File: config.mk
export PLATFORM = sky130hd
export DESIGN_NAME = smls_ctrl
export DESIGN_NICKNAME = d
export VERILOG_FILES = /design/src/rtl/segmented_mobius_liouville_sieve_assert.svh /design/src/rtl/smls_pkg.sv /design/src/rtl/smls_ctrl.sv
export SDC_FILE = /design/constraint.sdc
export NUM_CORES = 1
export LEC_CHECK = 0
export ABC_AREA = 1
export BUFFER_PORTS_ARGS = -buffer_cell sky130_fd_sc_hd__buf_2
export CAP_MARGIN = 10
export CORE_MARGIN = 1.5
export CORE_UTILIZATION = 56
export CTS_BUF_LIST = sky130_fd_sc_hd__clkbuf_2 sky130_fd_sc_hd__clkbuf_4 sky130_fd_sc_hd__clkbuf_8
export DETAILED_ROUTE_END_ITERATION = 10
export GPL_ROUTABILITY_DRIVEN = 0
export PLACE_DENSITY = 0.86
export SLEW_MARGIN = 20
export SYNTH_ARGS = -nofsm -noshare
export SYNTH_HDL_FRONTEND = slang
export SYNTH_SLANG_ARGS = --single-unit
File: constraint.sdc
create_clock -name clk -period 3.5 [get_ports clk]
set_clock_uncertainty 0.1 [all_clocks]
set_input_delay 0.35 -clock clk [delete_from_list [all_inputs] [get_ports clk]]
set_output_delay 0.35 -clock clk [all_outputs]
set_load 0.05 [all_outputs]
File: src/rtl/segmented_mobius_liouville_sieve_assert.svh
// Assertion macros used by the sieve datapath.
`ifndef SEGMENTED_MOBIUS_LIOUVILLE_SIEVE_ASSERT_SVH
`define SEGMENTED_MOBIUS_LIOUVILLE_SIEVE_ASSERT_SVH
// Checks that the consequent holds in the same cycle as the antecedent.
`define SMLS_ASSERT_NOW(lbl, ante, cons, msg) \
  lbl: assert property (@(posedge clk) disable iff (!rst_n) (ante) |-> (cons)) \
    else $error(msg);
// Checks that the consequent holds in the cycle after the antecedent.
`define SMLS_ASSERT_NEXT(lbl, ante, cons, msg) \
  lbl: assert property (@(posedge clk) disable iff (!rst_n) (ante) |=> (cons)) \
    else $error(msg);
`endif

File: src/rtl/smls_pkg.sv
// Shared types and constants of the segmented Mobius and Liouville sieve.
package smls_pkg;

  // Base sieve ceiling and marks store depth.
  localparam logic [15:0] BASE_LIMIT = 16'hFFFF;
  localparam int MARK_DEPTH = 65536;

  // Configuration register indexes.
  localparam logic [3:0] CFG_SEG_COUNT = 4'd0;
  localparam logic [3:0] CFG_MODE      = 4'd1;

  // Datapath commands.
  typedef logic [4:0] op_t;
  localparam op_t OP_IDLE   = 5'd0;
  localparam op_t OP_SQRT   = 5'd1;
  localparam op_t OP_EXT    = 5'd2;
  localparam op_t OP_FILL   = 5'd3;
  localparam op_t OP_SV_I   = 5'd4;
  localparam op_t OP_SV_R   = 5'd5;
  localparam op_t OP_SV_J   = 5'd6;
  localparam op_t OP_COL_RD = 5'd7;
  localparam op_t OP_COL_WR = 5'd8;
  localparam op_t OP_INIT   = 5'd9;
  localparam op_t OP_PR_RD  = 5'd10;
  localparam op_t OP_PR_CHK = 5'd11;
  localparam op_t OP_DIV    = 5'd12;
  localparam op_t OP_OFF    = 5'd13;
  localparam op_t OP_WK_RD  = 5'd14;
  localparam op_t OP_WK_WR  = 5'd15;
  localparam op_t OP_PASS   = 5'd16;
  localparam op_t OP_PW_CHK = 5'd17;
  localparam op_t OP_EM_RD  = 5'd18;
  localparam op_t OP_EM_WR  = 5'd19;

  typedef struct packed {
    op_t op;
  } cmd_t;

  typedef struct packed {
    logic in_fire;
    logic sqrt_done;
    logic ext_need;
    logic fill_done;
    logic sv_i_done;
    logic mark;
    logic j_done;
    logic col_done;
    logic init_done;
    logic pr_end;
    logic p_big;
    logic div_done;
    logic off_out;
    logic pass_zero;
    logic mode;
    logic pw_break;
    logic out_free;
    logic em_last;
  } sts_t;

endpackage

File: src/rtl/smls_ctrl.sv
// Sequencer of the sieve: walks the phases of one segment and commands the datapath.
module smls_ctrl (
  input  logic           clk,
  input  logic           rst_n,
  input  smls_pkg::sts_t sts,
  output smls_pkg::cmd_t cmd
);
  import smls_pkg::*;

  localparam logic [4:0] S_IDLE   = 5'd0;
  localparam logic [4:0] S_SQRT   = 5'd1;
  localparam logic [4:0] S_EXT    = 5'd2;
  localparam logic [4:0] S_FILL   = 5'd3;
  localparam logic [4:0] S_SV_I   = 5'd4;
  localparam logic [4:0] S_SV_R   = 5'd5;
  localparam logic [4:0] S_SV_J   = 5'd6;
  localparam logic [4:0] S_COL_RD = 5'd7;
  localparam logic [4:0] S_COL_WR = 5'd8;
  localparam logic [4:0] S_INIT   = 5'd9;
  localparam logic [4:0] S_PR_RD  = 5'd10;
  localparam logic [4:0] S_PR_CHK = 5'd11;
  localparam logic [4:0] S_DIV    = 5'd12;
  localparam logic [4:0] S_OFF    = 5'd13;
  localparam logic [4:0] S_WK_RD  = 5'd14;
  localparam logic [4:0] S_WK_WR  = 5'd15;
  localparam logic [4:0] S_PASS   = 5'd16;
  localparam logic [4:0] S_PW_CHK = 5'd17;
  localparam logic [4:0] S_EM_RD  = 5'd18;
  localparam logic [4:0] S_EM_WR  = 5'd19;

  logic [4:0] state_r;
  logic [4:0] state_nxt;

  // Next state selection from the datapath status.
  always_comb begin
    state_nxt = state_r;
    case (state_r)
      S_IDLE:   if (sts.in_fire) state_nxt = S_SQRT;
      S_SQRT:   if (sts.sqrt_done) state_nxt = S_EXT;
      S_EXT:    state_nxt = sts.ext_need ? S_FILL : S_INIT;
      S_FILL:   if (sts.fill_done) state_nxt = S_SV_I;
      S_SV_I:   state_nxt = sts.sv_i_done ? S_COL_RD : S_SV_R;
      S_SV_R:   state_nxt = sts.mark ? S_SV_J : S_SV_I;
      S_SV_J:   if (sts.j_done) state_nxt = S_SV_I;
      S_COL_RD: state_nxt = S_COL_WR;
      S_COL_WR: state_nxt = sts.col_done ? S_INIT : S_COL_RD;
      S_INIT:   if (sts.init_done) state_nxt = S_PR_RD;
      S_PR_RD:  state_nxt = sts.pr_end ? S_EM_RD : S_PR_CHK;
      S_PR_CHK: state_nxt = sts.p_big ? S_EM_RD : S_DIV;
      S_DIV:    if (sts.div_done) state_nxt = S_OFF;
      S_OFF:    state_nxt = S_WK_RD;
      S_WK_RD:  state_nxt = sts.off_out ? S_PASS : S_WK_WR;
      S_WK_WR:  state_nxt = S_WK_RD;
      S_PASS: begin
        if (sts.pass_zero) state_nxt = S_DIV;
        else if (!sts.mode) state_nxt = S_PR_RD;
        else state_nxt = S_PW_CHK;
      end
      S_PW_CHK: state_nxt = sts.pw_break ? S_PR_RD : S_DIV;
      S_EM_RD:  state_nxt = S_EM_WR;
      S_EM_WR:  if (sts.out_free) state_nxt = sts.em_last ? S_IDLE : S_EM_RD;
      default:  state_nxt = S_IDLE;
    endcase
  end

  // State register.
  always_ff @(posedge clk) begin
    if (!rst_n) state_r <= S_IDLE;
    else state_r <= state_nxt;
  end

  // Command issued for each state.
  always_comb begin
    case (state_r)
      S_IDLE:   cmd.op = OP_IDLE;
      S_SQRT:   cmd.op = OP_SQRT;
      S_EXT:    cmd.op = OP_EXT;
      S_FILL:   cmd.op = OP_FILL;
      S_SV_I:   cmd.op = OP_SV_I;
      S_SV_R:   cmd.op = OP_SV_R;
      S_SV_J:   cmd.op = OP_SV_J;
      S_COL_RD: cmd.op = OP_COL_RD;
      S_COL_WR: cmd.op = OP_COL_WR;
      S_INIT:   cmd.op = OP_INIT;
      S_PR_RD:  cmd.op = OP_PR_RD;
      S_PR_CHK: cmd.op = OP_PR_CHK;
      S_DIV:    cmd.op = OP_DIV;
      S_OFF:    cmd.op = OP_OFF;
      S_WK_RD:  cmd.op = OP_WK_RD;
      S_WK_WR:  cmd.op = OP_WK_WR;
      S_PASS:   cmd.op = OP_PASS;
      S_PW_CHK: cmd.op = OP_PW_CHK;
      S_EM_RD:  cmd.op = OP_EM_RD;
      S_EM_WR:  cmd.op = OP_EM_WR;
      default:  cmd.op = OP_IDLE;
    endcase
  end

endmodule

==> metrics.md <==
| Metric | Value |
|---|---|
| # Post-CTS Setup Buffers | `0` |
| # setup viols final | `0` |
| NetSw | `0.361 mW` |
| Cts bufs inserted | `3` |
| Yosys warns | `0` |
| Final Hold Vio Count | `0` |
| RSZ-0062 raised after global routing | `no` |
| Vias in the first global route | `842` |
| Reg2reg end | `cmd[1]` |
| PD cells | `698 nW/µm²` |
| Port Buf Inserts | `24` |
| Most used DFF post-synth | `dfxtp_1` |
| Fin Setup TNS | `0 ns` |
| DIE WIDTH | `41.2 µm` |
| Crit Path Class | `reg2reg` |
| Clock transition at path regs | `0.06 ns` |
| # clock sinks | `10` |
| Worst EP required | `3.54 ns` |
| Syn_nets | `169` |
| Combinational group share of total power | `0.579` |
| # DRC | `0` |
| Ranking of synthesized cells by area | `dfxtp_1, nand2_1, inv_1` |
| Slew @ Worst Pin | `0.370 ns` |
| Max-Cap Viols | `0` |
| Worst R2R Start | `state_r[4]` |
| Final worst path period need | `1.77 ns` |
| Maximum vdd drop | `0.460 mV` |
| Clock latency on the worst-skew pair | `0.26 ns` |
| NumNets Final | `197` |
| FF/Latch Area | `200 µm²` |
| Post-Syn Instances | `149` |
| Crit path DAT | `1.81 ns` |
| Final Cycle Share | `0.505` |
| CTS resizes | `0` |
| CTS tree | `built` |
| Synth cell types | `17` |
| Initial antenna violation count | `0` |
| Area delta synth->final | `20.6%` |
| Filler cell count | `126` |
| Mapped Area | `816 µm²` |
| Root buffer cell | `clkbuf_4` |
| Setup slack after layout | `1.73 ns` |
| Post-DP HPWL | `1.76 mm` |
| Critical Path End | `cmd[1]` |
| Class of the worst hold path | `in2reg` |
| DRT antenna net count | `0` |
| CP Capture Type | `flop` |
| Sequential power share | `0.276` |
| P_leak | `0.616 nW` |
| Start point of the critical path | `state_r[4]` |
| Fmax | `566 MHz` |
| Dpl ws | `1.77 ns` |
| Grt ovf | `0` |
| Inserted Diodes | `0` |
| Slew Viols, Final | `0` |
| Largest net degree at the start of global routing | `10` |
| Via density | `5.48` |
| Sw frac | `0.526` |
| Clock Tree Buf Depth | `2` |
| DR iter-0 viols | `59` |
| Clk pwr share | `0.145` |
| IO Pins | `25` |
| Reg2reg path depth | `11` |
| Core area | `1330 µm²` |
| Initial Util | `0.612` |
| Register area share after synthesis | `0.245` |
| Multi-input logic area | `492 µm²` |
| Vias | `1,046` |
| Synth async-reset ratio | `0` |
| Synth cell count leaders | `nand2_1, inv_1, nor2_1` |
| Overall routing resource usage | `0.300` |
| Yosys reg bits | `10` |
| Nature of the critical path startpoint | `flop` |
| Worst hold start | `rst_n` |
| Reg2reg setup slack | `1.73 ns` |
| Int Pwr | `0.326 mW` |
| TritonRoute pass-1 iters | `4` |
| Routed WL | `2.13 mm` |
| Largest area contributor in the netlist | `dfxtp_1` |
| Tot Pwr | `0.687 mW` |
| Die area | `1690 µm²` |
| Top fanout value on the critical path | `9` |
| Share of cells above drive strength 1 | `0.239` |
| First-pass GRT wire length | `3.40 mm` |
| Wire length per cell | `11.2 µm` |
| CTS hold repair buffers | `0` |
| Status | `finished, final reports clean` |
| Most used standard cell by instance count after synthesis | `nand2_1` |
| Post-Syn Area per Cell | `5.48 µm²` |
| Top cell type's share of synthesized area | `0.245` |
| CTS H-tree lvls | `1` |
| Die H | `41.2 µm` |
| Number of synthesized flops with an enable pin | `0` |
| Row count | `13` |
| Worst relative slew slack | `0.753` |
-- through the flow --
stage	cell area [µm²]	util	hold WS (ns)	std cells
after CTS	983	0.737	0.217	191
after global routing	983	0.737	0.236	191
after floorplan	816	-	0.366	149
after global placement	947	0.710	0.474	187
after detailed placement	947	0.710	0.479	187
final	983	0.737	0.218	191
-- flip-flops by register name, indices dropped and copies added (netlist names) --
register,cells
state_r,5
cmd,5
-- area by class of cell --
| class | instances | area share |
|---|---|---|
| inverter | 31 | 0.118 |
| timing repair buffer | 24 | 0.122 |
| multi-input combinational | 107 | 0.500 |
| sequential | 10 | 0.204 |
| clock buffer | 4 | 0.0369 |
| tap | 15 | 0.0191 |
-- layout by cell type, fill, tap and decap left out --
cell type / synthesis / final
nand2_2: 3 / 3
nor2_4: 1 / 1
clkbuf_8: 0 / 1
nor3_1: 5 / 5
nand2_1: 40 / 40
dfxtp_1: 10 / 10
a211oi_1: 1 / 1
o21ai_0: 1 / 1
a21oi_1: 7 / 7
buf_2: 0 / 24
nor2_2: 4 / 4
nand4_1: 7 / 7
nand3_2: 1 / 1
inv_2: 5 / 5
clkbuf_4: 0 / 3
inv_1: 26 / 26
nor2_1: 22 / 22
nand3_1: 14 / 14
o211ai_1: 1 / 1
-- power groups by stage --
stage / sequential (mW) / clock [mW] / combinational [mW]
after detailed placement: 0.191 / 0 / 0.388
after floorplan: 0.245 / 0 / 0.244
after CTS: 0.189 / 0.104 / 0.390
after global routing: 0.195 / 0.110 / 0.445
final: 0.190 / 0.0995 / 0.398
after global placement: 0.190 / 0 / 0.383
-- cell families after synthesis --
logic type	count (synthesis)	synth area share
AOI/OAI and AO/OA	10	0.0675
DFF	10	0.245
buffers and inverters	32	0.152
and+or+nand+nor	97	0.535
-- critical path, stage by stage, from the launching register on --
cell and delay [ns]:
dfxtp_1 0.54, inv_1 0.21, nand2_1 0.18, nor2_2 0.06, nand2_1 0.05, nand2_1 0.05
nor2_1 0.12, nand2_2 0.10, inv_2 0.08, nand2_1 0.05, nand2_1 0.07, nor2_1 0.04
-- routing by layer --
metal / up-vias / global-route usage / wire length [µm]
li1: 522 / - / -
met1: 452 / 0.370 / 901
met2: 64 / 0.508 / 998
met3: 8 / 0.0870 / 178
met4: 0 / 0.0726 / 53
met5: - / 0 / 0
-- how the worst min path moves through the flow --
stage,endpoint,cells after the start
2_1_floorplan,cmd[3],2
3_3_place_gp,state_r[3],3
3_5_place_dp,state_r[2],2
4_1_cts,cmd[3],3
5_1_grt,cmd[3],3
6_report,state_r[3],3
(Power assumes the default switching activity.)
